### src/hdl/der_ecdsa_signature_canonical_check_unit_defines.svh
// ----------------------------------------------------------------------------
// DER signature check assertion macros
// Concurrent assertion wrappers, empty when building for synthesis.
// ----------------------------------------------------------------------------
`ifndef DER_ECDSA_SIGNATURE_CANONICAL_CHECK_UNIT_DEFINES_SVH
`define DER_ECDSA_SIGNATURE_CANONICAL_CHECK_UNIT_DEFINES_SVH

`ifndef SYNTHESIS
// check on every edge outside reset
`define DESC_ASSERT_RUN(lbl, clk, rst, prop, msg) \
   lbl: assert property (@(posedge clk) disable iff (rst) prop) else $error(msg);
// check on every edge, reset included
`define DESC_ASSERT_ALL(lbl, clk, prop, msg) \
   lbl: assert property (@(posedge clk) prop) else $error(msg);
`else
`define DESC_ASSERT_RUN(lbl, clk, rst, prop, msg)
`define DESC_ASSERT_ALL(lbl, clk, prop, msg)
`endif

`endif

### src/hdl/desc_pkg.sv
// ----------------------------------------------------------------------------
// DER signature check package
// Curve constants, DER codes, verdict codes and the front/queue/back types.
// ----------------------------------------------------------------------------
package desc_pkg;

   localparam logic [255:0] ORDER_G =
      256'hFFFFFFFFFFFFFFFFFFFFFFFFFFFFFFFEBAAEDCE6AF48A03BBFD25E8CD0364141;
   localparam logic [255:0] HALF_G = ORDER_G >> 1;

   localparam logic [7:0] DER_SEQ_TAG    = 8'h30;
   localparam logic [7:0] DER_INT_TAG    = 8'h02;
   localparam logic [7:0] MAX_PART_BYTES = 8'd33;
   localparam logic [6:0] MIN_SIG_BYTES  = 7'd8;
   localparam logic [6:0] MAX_SIG_BYTES  = 7'd72;
   localparam logic [6:0] COUNT_SAT      = 7'd127;

   // power of two so the pointers wrap on their own
   localparam int unsigned QUEUE_DEPTH = 2;
   localparam int unsigned QUEUE_PTR_W = $clog2(QUEUE_DEPTH);
   localparam int unsigned QUEUE_CNT_W = $clog2(QUEUE_DEPTH + 1);

   typedef enum logic [1:0] {
      VERDICT_INVALID   = 2'd0,
      VERDICT_CANONICAL = 2'd1,
      VERDICT_LOW_S     = 2'd2
   } verdict_type;

   // one finished signature, as handed from front to back
   typedef struct packed {
      logic         well_formed;
      logic [255:0] s_value;
   } job_type;

   typedef struct packed {
      logic    valid;
      job_type job;
   } push_type;

   typedef struct packed {
      logic full;
      logic empty;
   } queue_stat_type;

   typedef struct packed {
      logic at_header;
   } front_stat_type;

endpackage

### src/hdl/desc_front.sv
// ----------------------------------------------------------------------------
// DER signature parser front
// Accepts signature bytes, walks the DER layout and queues one job per frame.
// ----------------------------------------------------------------------------
module desc_front (
   input  logic                     clock,
   input  logic                     reset,
   input  logic                     req_tvalid,
   output logic                     req_tready,
   input  logic [7:0]               req_tdata,
   input  logic                     req_tlast,
   input  desc_pkg::queue_stat_type q_stat,
   output desc_pkg::push_type       push,
   output desc_pkg::front_stat_type front_stat
);
   import desc_pkg::*;

   typedef enum logic [10:0] {
      PH_HDR     = 11'b00000000001,
      PH_LEN     = 11'b00000000010,
      PH_R_TAG   = 11'b00000000100,
      PH_R_LEN   = 11'b00000001000,
      PH_R_FIRST = 11'b00000010000,
      PH_R_BODY  = 11'b00000100000,
      PH_S_TAG   = 11'b00001000000,
      PH_S_LEN   = 11'b00010000000,
      PH_S_FIRST = 11'b00100000000,
      PH_S_BODY  = 11'b01000000000,
      PH_DONE    = 11'b10000000000
   } phase_type;

   phase_type    phase_ff, phase_in;
   logic [6:0]   count_ff, count_in;
   logic [7:0]   decl_ff, decl_in;
   logic [5:0]   rem_ff, rem_in;
   logic         lz_ff, lz_in;
   logic [255:0] num_ff, num_in;
   logic         ovf_ff, ovf_in;
   logic         err_ff, err_in;

   logic         accept;
   logic         take_value;
   logic         is_r;
   logic [255:0] shifted;
   logic         ovf_shift;
   logic         shifted_ge_g;
   logic [5:0]   rem_dec;
   logic [7:0]   expect_len;

   assign req_tready   = !q_stat.full;
   assign accept       = req_tvalid && req_tready;
   assign shifted      = {num_ff[247:0], req_tdata};
   assign ovf_shift    = ovf_ff || (num_ff[255:248] != 8'd0);
   assign shifted_ge_g = (shifted >= ORDER_G);
   assign rem_dec      = (rem_ff != 6'd0) ? rem_ff - 6'd1 : 6'd0;
   assign is_r         = (phase_ff == PH_R_FIRST) || (phase_ff == PH_R_BODY);

   always_comb begin
      phase_in   = phase_ff;
      count_in   = count_ff;
      decl_in    = decl_ff;
      rem_in     = rem_ff;
      lz_in      = lz_ff;
      num_in     = num_ff;
      ovf_in     = ovf_ff;
      err_in     = err_ff;
      take_value = 1'b0;
      if (accept) begin
         if (count_ff != COUNT_SAT) begin
            count_in = count_ff + 7'd1;
         end
         if (!err_ff) begin
            unique case (phase_ff)
               PH_HDR: begin
                  if (req_tdata != DER_SEQ_TAG) err_in = 1'b1;
                  else                          phase_in = PH_LEN;
               end
               PH_LEN: begin
                  decl_in  = req_tdata;
                  phase_in = PH_R_TAG;
               end
               PH_R_TAG: begin
                  if (req_tdata != DER_INT_TAG) err_in = 1'b1;
                  else                          phase_in = PH_R_LEN;
               end
               PH_S_TAG: begin
                  if (req_tdata != DER_INT_TAG) err_in = 1'b1;
                  else                          phase_in = PH_S_LEN;
               end
               PH_R_LEN, PH_S_LEN: begin
                  if (req_tdata == 8'd0 || req_tdata > MAX_PART_BYTES) begin
                     err_in = 1'b1;
                  end else begin
                     rem_in   = req_tdata[5:0];
                     lz_in    = 1'b0;
                     ovf_in   = 1'b0;
                     num_in   = '0;
                     phase_in = (phase_ff == PH_R_LEN) ? PH_R_FIRST : PH_S_FIRST;
                  end
               end
               PH_R_FIRST, PH_S_FIRST: begin
                  // negative, or a zero that pads nothing
                  if (req_tdata[7]) begin
                     err_in = 1'b1;
                  end else if (req_tdata == 8'd0 && rem_ff <= 6'd1) begin
                     err_in = 1'b1;
                  end else begin
                     if (req_tdata == 8'd0) lz_in = 1'b1;
                     take_value = 1'b1;
                  end
               end
               PH_R_BODY, PH_S_BODY: begin
                  // a leading zero is only allowed ahead of a high bit
                  if (lz_ff && !req_tdata[7]) begin
                     err_in = 1'b1;
                  end else begin
                     lz_in      = 1'b0;
                     take_value = 1'b1;
                  end
               end
               default: err_in = 1'b1;
            endcase
            if (take_value) begin
               num_in = shifted;
               ovf_in = ovf_shift;
               rem_in = rem_dec;
               if (rem_dec != 6'd0) begin
                  phase_in = is_r ? PH_R_BODY : PH_S_BODY;
               end else if (ovf_shift || shifted_ge_g) begin
                  err_in = 1'b1;
               end else begin
                  phase_in = is_r ? PH_S_TAG : PH_DONE;
               end
            end
         end
      end
   end

   assign expect_len = {1'b0, count_in} - 8'd2;

   always_comb begin
      push.valid            = accept && req_tlast;
      push.job.s_value      = num_in;
      push.job.well_formed  = !err_in && (phase_in == PH_DONE) &&
                              (count_in >= MIN_SIG_BYTES) &&
                              (count_in <= MAX_SIG_BYTES) &&
                              (decl_in == expect_len);
   end

   assign front_stat.at_header = (phase_ff == PH_HDR) && (count_ff == 7'd0) && !err_ff;

   always_ff @(posedge clock) begin
      if (reset || (accept && req_tlast)) begin
         phase_ff <= PH_HDR;
         count_ff <= 7'd0;
         decl_ff  <= 8'd0;
         rem_ff   <= 6'd0;
         lz_ff    <= 1'b0;
         num_ff   <= '0;
         ovf_ff   <= 1'b0;
         err_ff   <= 1'b0;
      end else begin
         phase_ff <= phase_in;
         count_ff <= count_in;
         decl_ff  <= decl_in;
         rem_ff   <= rem_in;
         lz_ff    <= lz_in;
         num_ff   <= num_in;
         ovf_ff   <= ovf_in;
         err_ff   <= err_in;
      end
   end

endmodule

### src/hdl/desc_queue.sv
// ----------------------------------------------------------------------------
// DER signature job queue
// Short FIFO of finished signatures between the parser and the verdict stage.
// ----------------------------------------------------------------------------
module desc_queue (
   input  logic                     clock,
   input  logic                     reset,
   input  desc_pkg::push_type       push,
   input  logic                     pop,
   output desc_pkg::job_type        head,
   output desc_pkg::queue_stat_type q_stat
);
   import desc_pkg::*;

   job_type                  entry_ff [QUEUE_DEPTH];
   logic [QUEUE_PTR_W-1:0]   wptr_ff, wptr_in;
   logic [QUEUE_PTR_W-1:0]   rptr_ff, rptr_in;
   logic [QUEUE_CNT_W-1:0]   cnt_ff, cnt_in;
   logic                     do_push;
   logic                     do_pop;

   assign q_stat.full  = (cnt_ff == QUEUE_CNT_W'(QUEUE_DEPTH));
   assign q_stat.empty = (cnt_ff == '0);
   assign do_push      = push.valid && !q_stat.full;
   assign do_pop       = pop && !q_stat.empty;
   assign head         = entry_ff[rptr_ff];

   always_comb begin
      wptr_in = do_push ? wptr_ff + 1'b1 : wptr_ff;
      rptr_in = do_pop  ? rptr_ff + 1'b1 : rptr_ff;
      cnt_in  = cnt_ff;
      if (do_push && !do_pop) cnt_in = cnt_ff + 1'b1;
      if (!do_push && do_pop) cnt_in = cnt_ff - 1'b1;
   end

   always_ff @(posedge clock) begin
      if (reset) begin
         wptr_ff <= '0;
         rptr_ff <= '0;
         cnt_ff  <= '0;
      end else begin
         wptr_ff <= wptr_in;
         rptr_ff <= rptr_in;
         cnt_ff  <= cnt_in;
      end
   end

   always_ff @(posedge clock) begin
      if (do_push) begin
         entry_ff[wptr_ff] <= push.job;
      end
   end

endmodule

### src/hdl/desc_back.sv
// ----------------------------------------------------------------------------
// DER signature verdict stage
// Pops a job, grades S against half the order and holds the verdict register.
// ----------------------------------------------------------------------------
module desc_back (
   input  logic                     clock,
   input  logic                     reset,
   input  desc_pkg::queue_stat_type q_stat,
   input  desc_pkg::job_type        head,
   output logic                     pop,
   output logic                     rsp_tvalid,
   input  logic                     rsp_tready,
   output logic [7:0]               rsp_tdata
);
   import desc_pkg::*;

   logic        valid_ff, valid_in;
   verdict_type verdict_ff, verdict_in;

   assign pop = !q_stat.empty && (!valid_ff || rsp_tready);

   always_comb begin
      valid_in = valid_ff;
      if (rsp_tready) valid_in = 1'b0;
      if (pop)        valid_in = 1'b1;
      if (!head.well_formed)          verdict_in = VERDICT_INVALID;
      else if (head.s_value > HALF_G) verdict_in = VERDICT_CANONICAL;
      else                            verdict_in = VERDICT_LOW_S;
   end

   always_ff @(posedge clock) begin
      if (reset) valid_ff <= 1'b0;
      else       valid_ff <= valid_in;
   end

   always_ff @(posedge clock) begin
      if (pop) verdict_ff <= verdict_in;
   end

   assign rsp_tvalid = valid_ff;
   assign rsp_tdata  = {6'd0, verdict_ff};

endmodule

### src/hdl/der_ecdsa_signature_canonical_check_unit.sv
// ----------------------------------------------------------------------------
// DER ECDSA signature canonical check unit
// Takes one DER signature byte per transfer and returns one verdict per frame.
// Throughput: one byte per cycle while the job queue has room; one verdict per cycle at most.
// Path: the last byte writes its job into the queue, then the job is popped into the verdict register.
// Stalls: a held result fills the two-entry job queue, then bytes stall.
// Reset: parser back to header, queue emptied, verdict valid cleared.
// ----------------------------------------------------------------------------
`include "der_ecdsa_signature_canonical_check_unit_defines.svh"

module der_ecdsa_signature_canonical_check_unit (
   input  logic       clock,
   input  logic       reset,
   // byte stream
   input  logic       req_tvalid,
   output logic       req_tready,
   input  logic [7:0] req_tdata,   // [7:0] sig_byte
   input  logic       req_tlast,   // last_byte
   // verdict stream
   output logic       rsp_tvalid,
   input  logic       rsp_tready,
   output logic [7:0] rsp_tdata    // [1:0] verdict, [7:2] zero
);
   import desc_pkg::*;

   push_type       push;
   queue_stat_type q_stat;
   front_stat_type front_stat;
   job_type        head;
   logic           pop;

   // Front: parse each byte as it is transferred, push one job on the last one.
   desc_front u_front (
      .clock      (clock),
      .reset      (reset),
      .req_tvalid (req_tvalid),
      .req_tready (req_tready),
      .req_tdata  (req_tdata),
      .req_tlast  (req_tlast),
      .q_stat     (q_stat),
      .push       (push),
      .front_stat (front_stat)
   );

   // Queue: hold finished jobs while the verdict side is stalled.
   desc_queue u_queue (
      .clock  (clock),
      .reset  (reset),
      .push   (push),
      .pop    (pop),
      .head   (head),
      .q_stat (q_stat)
   );

   // Back: grade S and drive the verdict register.
   desc_back u_back (
      .clock      (clock),
      .reset      (reset),
      .q_stat     (q_stat),
      .head       (head),
      .pop        (pop),
      .rsp_tvalid (rsp_tvalid),
      .rsp_tready (rsp_tready),
      .rsp_tdata  (rsp_tdata)
   );

   // parser must be back at the header after a frame ends
   `DESC_ASSERT_RUN(a_frame_clears, clock, reset, (req_tvalid && req_tready && req_tlast) |=> front_stat.at_header, "parser not cleared after last byte")
   // a job into an idle back end is popped from the queue and then shows up as a valid result
   `DESC_ASSERT_RUN(a_job_reaches_out, clock, reset, (push.valid && q_stat.empty && !rsp_tvalid) |=> ##1 rsp_tvalid, "queued job not delivered")
   // only defined verdict codes leave the block
   `DESC_ASSERT_RUN(a_verdict_code, clock, reset, rsp_tvalid |-> (rsp_tdata != 8'd3) && (rsp_tdata[7:2] == 6'd0), "bad verdict code")
   // reset drops any pending result
   `DESC_ASSERT_ALL(a_reset_idle, clock, reset |=> !rsp_tvalid, "result valid after reset")

endmodule
### config.mk
export PLATFORM = sky130hd
export DESIGN_NAME = der_ecdsa_signature_canonical_check_unit
export DESIGN_NICKNAME = d
export VERILOG_FILES = /design/src/hdl/desc_pkg.sv /design/src/hdl/desc_front.sv /design/src/hdl/desc_queue.sv /design/src/hdl/desc_back.sv /design/src/hdl/der_ecdsa_signature_canonical_check_unit.sv
export VERILOG_INCLUDE_DIRS = /design/src /design/src/hdl
export SDC_FILE = /design/constraint.sdc
export NUM_CORES = 1
export LEC_CHECK = 0
export BUFFER_PORTS_ARGS = -buffer_cell sky130_fd_sc_hd__buf_2
export CORE_MARGIN = 2
export CORE_UTILIZATION = 25
export CTS_BUF_LIST = sky130_fd_sc_hd__clkbuf_16
export DETAILED_ROUTE_END_ITERATION = 16
export PLACE_DENSITY = 0.46
export SETUP_SLACK_MARGIN = 0.15
export SYNTH_ARGS = -nofsm -noshare
export SYNTH_HDL_FRONTEND = slang
export SYNTH_SLANG_ARGS = --single-unit
### constraint.sdc
create_clock -name clock -period 14.7 [get_ports clock]
set_input_delay 0 -clock clock [delete_from_list [all_inputs] [get_ports clock]]
set_output_delay 0 -clock clock [all_outputs]
set_load 0.01 [all_outputs]
==> impl_results.html <==
<table>
<tr><th>Metric</th><th>Value</th></tr>
<tr><th colspan="2">Die</th></tr>
<tr><td>Chip Height</td><td>353.4 microns</td></tr>
<tr><td>Die width</td><td>353.4 microns</td></tr>
<tr><td>Std cell rows</td><td>128</td></tr>
<tr><td>Die area</td><td>approximately 0.12 sq mm</td></tr>
<tr><td>Starting utilization of the core area</td><td>25.14%</td></tr>
<tr><td>Standard cell core area</td><td>0.1214 sq mm</td></tr>
<tr><td>I/O pins</td><td>23</td></tr>
<tr><th colspan="2">GRT</th></tr>
<tr><td>Wire length of the first global-routing pass</td><td>115300 microns</td></tr>
<tr><td>Number of antenna violations at the first check in global routing</td><td>1</td></tr>
<tr><td>Largest net degree at the start of global routing</td><td>between 200 and 300</td></tr>
<tr><td>Overall routing resource usage</td><td>11.81%</td></tr>
<tr><td>Vias in the first global route</td><td>between 15000 and 20000</td></tr>
<tr><td>Leftover overflow at the end of global routing</td><td>0</td></tr>
<tr><th colspan="2">Drt</th></tr>
<tr><td>Vias</td><td>18330</td></tr>
<tr><td>First-pass iteration count of the detailed router</td><td>5</td></tr>
<tr><td>Average wire per standard cell</td><td>19.17 microns</td></tr>
<tr><td>Post-route antenna net violation count</td><td>0</td></tr>
<tr><td>Mean number of vias per cell</td><td>4.690</td></tr>
<tr><td>Final WL</td><td>74930 microns</td></tr>
<tr><td>Residual DRC</td><td>0</td></tr>
<tr><td>Count of routing violations after the opening detailed-route iteration</td><td>~1400</td></tr>
<tr><th colspan="2">STA</th></tr>
<tr><td>RSZ-0062 raised after global routing</td><td>no</td></tr>
<tr><td>Tmin final</td><td>between 4 and 5 ns</td></tr>
<tr><td>Final Slew Violations</td><td>roughly 110</td></tr>
<tr><td>Final period util</td><td>30.40%</td></tr>
<tr><td>Setup TNS after final layout</td><td>0 ns</td></tr>
<tr><td>F_max</td><td>around 0.22 GHz</td></tr>
<tr><td>Post-route clock skew</td><td>0.02792 ns</td></tr>
<tr><td>Final hold viol count</td><td>0</td></tr>
<tr><td>Tightest Pin Transition</td><td>1.597 ns</td></tr>
<tr><td>Final worst slack</td><td>10.23 ns</td></tr>
<tr><td>Final number of setup-violating endpoints</td><td>0</td></tr>
<tr><td>Relative slew slack</td><td>-6.444%</td></tr>
<tr><th colspan="2">Power</th></tr>
<tr><td>Total power divided by cell area</td><td>142.8 mW/mm^2</td></tr>
<tr><td>Leak pwr</td><td>11.55 nW</td></tr>
<tr><td>Overall power consumption</td><td>between 5 and 6 mW</td></tr>
<tr><td>Peak supply drop</td><td>84.11 uV</td></tr>
<tr><th colspan="2">Final layout</th></tr>
<tr><td>Nets</td><td>2230</td></tr>
<tr><td>Synthesis-to-finish area growth</td><td>15.19%</td></tr>
<tr><td>Diode insertion count for antenna repair</td><td>0</td></tr>
<tr><td>Fraction of final layout cells with drive strength greater than 1</td><td>8.147%</td></tr>
<tr><th colspan="2">Logic synthesis</th></tr>
<tr><td>Ys async rst share</td><td>0%</td></tr>
<tr><td>Leading register cell type out of synthesis</td><td>sky130_fd_sc_hd__edfxtp_1</td></tr>
<tr><td>Total number of yosys warnings</td><td>0</td></tr>
<tr><td>Count of flip-flops with a built-in enable after synthesis</td><td>516</td></tr>
<tr><td>Sequential share of the synthesized area</td><td>between 70% and 80%</td></tr>
<tr><td>Syn Inst Count</td><td>2198</td></tr>
<tr><td>Library cells used by synthesis</td><td>around 90</td></tr>
<tr><td>Synthesized area</td><td>0.03052 sq mm</td></tr>
<tr><td>Average cell area after synthesis</td><td>13.88 sq um</td></tr>
<tr><td>Register bit count reported by yosys</td><td>813</td></tr>
<tr><th colspan="2">Critical path</th></tr>
<tr><td>Crit-path cells</td><td>nand2b_1, nand3_1, nor2_2, mux2i_1, a22oi_2, a2111oi_4, nand4_1, a2111o_1, nor4b_2</td></tr>
<tr><td>Setup Crit Path Kind</td><td>register to register</td></tr>
<tr><td>CP arrival</td><td>4.89 ns</td></tr>
<tr><td>Peak per-stage delay on the critical path</td><td>between 0.7 and 0.8 ns</td></tr>
<tr><td>Buf/Inv on CP</td><td>0</td></tr>
<tr><td>Crit path max-delay cell type</td><td>sky130_fd_sc_hd__nor2_2</td></tr>
<tr><td>Type of origin of the critical path</td><td>register</td></tr>
<tr><td>Worst path top cell family by delay</td><td>simple AND/OR/NAND/NOR gates</td></tr>
<tr><td>Critical path endpoint category</td><td>register</td></tr>
<tr><td>Critical Path RT</td><td>15.12 ns</td></tr>
<tr><td>Maximum fanout count along the critical path</td><td>15</td></tr>
<tr><th colspan="2">CTS</th></tr>
<tr><td>Maximum buffer depth of the clock tree</td><td>3</td></tr>
<tr><td>Cell at the root of the clock tree</td><td>sky130_fd_sc_hd__clkbuf_16</td></tr>
<tr><td># clock sinks</td><td>813</td></tr>
<tr><td>TritonCTS clock tree</td><td>done</td></tr>
<tr><td>Clock latency reported for the late side of the worst-skew pair</td><td>0.65 ns</td></tr>
<tr><td>Number of buffers added by the clock tree synthesis step</td><td>between 80 and 90</td></tr>
<tr><td>Setup Fix Bufs, Post-CTS</td><td>0</td></tr>
<tr><td>Clk slew on worst S/H paths</td><td>roughly 0.06 ns</td></tr>
<tr><td>Depth of the CTS H-tree</td><td>3</td></tr>
<tr><td># resized after CTS</td><td>0</td></tr>
<tr><th colspan="2">Placement</th></tr>
<tr><td>Estimated wirelength of the detail-placed design</td><td>47130 microns</td></tr>
<tr><td>Number of input and output port buffers inserted</td><td>16</td></tr>
<tr><td>Pre-CTS setup slack</td><td>10.24 ns</td></tr>
<tr><td>Routability Congestion</td><td>0.7768</td></tr>
<tr><th colspan="2">Outcome</th></tr>
<tr><td>Run status</td><td>finished with violations</td></tr>
<tr><td>Violated checks</td><td>max-slew violations</td></tr>
<tr><th colspan="2">Hold path</th></tr>
<tr><td>Hold WC Path Type</td><td>input port to register</td></tr>
<tr><th colspan="2">Flow run</th></tr>
<tr><td>Max Cap Viol</td><td>0</td></tr>
</table>
==> layout make-up <==
type | count | area, sq um
inverters | 28 | 105.1
repair buffers | 42 | 342.8
clock buffers | 86 | 2152
flip-flops and latches | 813 | 21440
multi-input cells | 1242 | 8474
clock inverters | 72 | 599.3
fillers | 12337 | 86250
well taps | 1625 | 2033
==> cell usage after synthesis (all sizes together) (6+ instances only) <==
library cell	count	share of area (%)
nand3	39	0.64
o211ai	8	0.21
inv	28	0.34
edfxtp	516	51
or3	14	0.30
nor2b	6	0.12
a22o	258	7.4
o31ai	6	0.15
buf	42	0.84
dfxtp	297	19
nand2b	12	0.25
nand4b	14	0.40
nor4	47	1.0
a21oi	55	0.94
xnor2	8	0.23
a31oi	11	0.23
o22ai	11	0.23
o32ai	6	0.17
mux2i	17	0.56
nand4	113	2.3
o21ai	31	0.51
clkbuf	78	0.99
a211oi	15	0.37
xor2	9	0.26
nor2	72	0.92
nor4b	9	0.28
and2	259	5.3
and3	6	0.13
nor3	39	0.67
a21o	10	0.25
nand2	68	0.84
==> sequential cells by signal (all words and copies together) (netlist names), 2 cells and up, named ones only <==
register and flops:
u_front.num_ff 256, u_front.count_ff 7, u_queue.entry_ff 514, u_queue.cnt_ff 2, u_back.verdict_ff 2, u_front.phase_ff 11
u_front.decl_ff 8, u_front.rem_ff 6
==> power by group <==
group          internal (mW)  switching (mW)  leakage [nW]
Combinational         0.0813           0.230          2.98
Clock                   1.21           0.907          1.40
Sequential              2.54          0.0480          7.18
==> metal layers <==
metal	wire length, microns	GRT usage [%]
met3	3066	1.809
met2	35560	19.40
met5	0	0
met1	34520	15.97
met4	1786	3.719
==> worst min-delay path, delay by kind of cell <==
family	cells	cell delay (ns)
buffers and inverters	2	0.72
AO/OA/AOI/OAI	1	0.06
==> final timing paths <==
check,cells past startpoint,slack (ns),from,to
max,9,10.23,u_queue.cnt_ff[0],u_queue.entry_ff[0][256]
min,3,0.19,reset,u_queue.cnt_ff[1]
max reg2reg,9,10.23,u_queue.cnt_ff[0],u_queue.entry_ff[0][256]
min reg2reg,1,0.47,u_front.err_ff,u_front.err_ff
==> per-stage QoR <==
stage | utilization [%] | hold WS (ns) | cell area, sq um | instances
final | 28.96 | 0.1902 | 35150 | 3908
after global routing | 28.96 | 0.1849 | 35150 | 3908
after CTS | 28.96 | 0.1382 | 35150 | 3908
after detailed placement | 26.59 | 0.3071 | 32280 | 3738
after global placement | 26.59 | 0.2986 | 32280 | 3738
after floorplan | - | 0.2000 | 30540 | 2203
==> placed cells by master (no fill, tap or decap), drive strengths merged, types with 8 or more instances in the layout <==
cell         count
a31oi           11
clkbuf          86
a21oi           55
buf             30
mux2i           17
nor2            72
o21ai           31
a22o           258
xor2             9
nand2b          12
or3             14
dlygate4sd3     12
nor4            47
nor3            39
nand4          113
nand2           68
clkinv          42
nand4b          14
bufinv           8
o22ai           11
a21o            10
dfxtp          297
nor4b            9
xnor2            8
nand3           39
and2           259
a211oi          15
o211ai           8
inv             46
edfxtp         516
==> logic make-up after synthesis <==
logic type	share of synthesized area (%)
xor+xnor	0.4879
other cells	0.01229
simple gates	14.23
compound gates	12.01
mux	0.6314
flops	70.26
fa+ha+maj	0.2050
buf+inv	2.173
==> timing repair <==
action                                 4_1_cts  5_1_grt
endpoints found under the hold margin       51        0
hold buffers                                12        0
setup endpoints to repair                    0        0
Note: power is estimated with default switching activity, not from simulation.
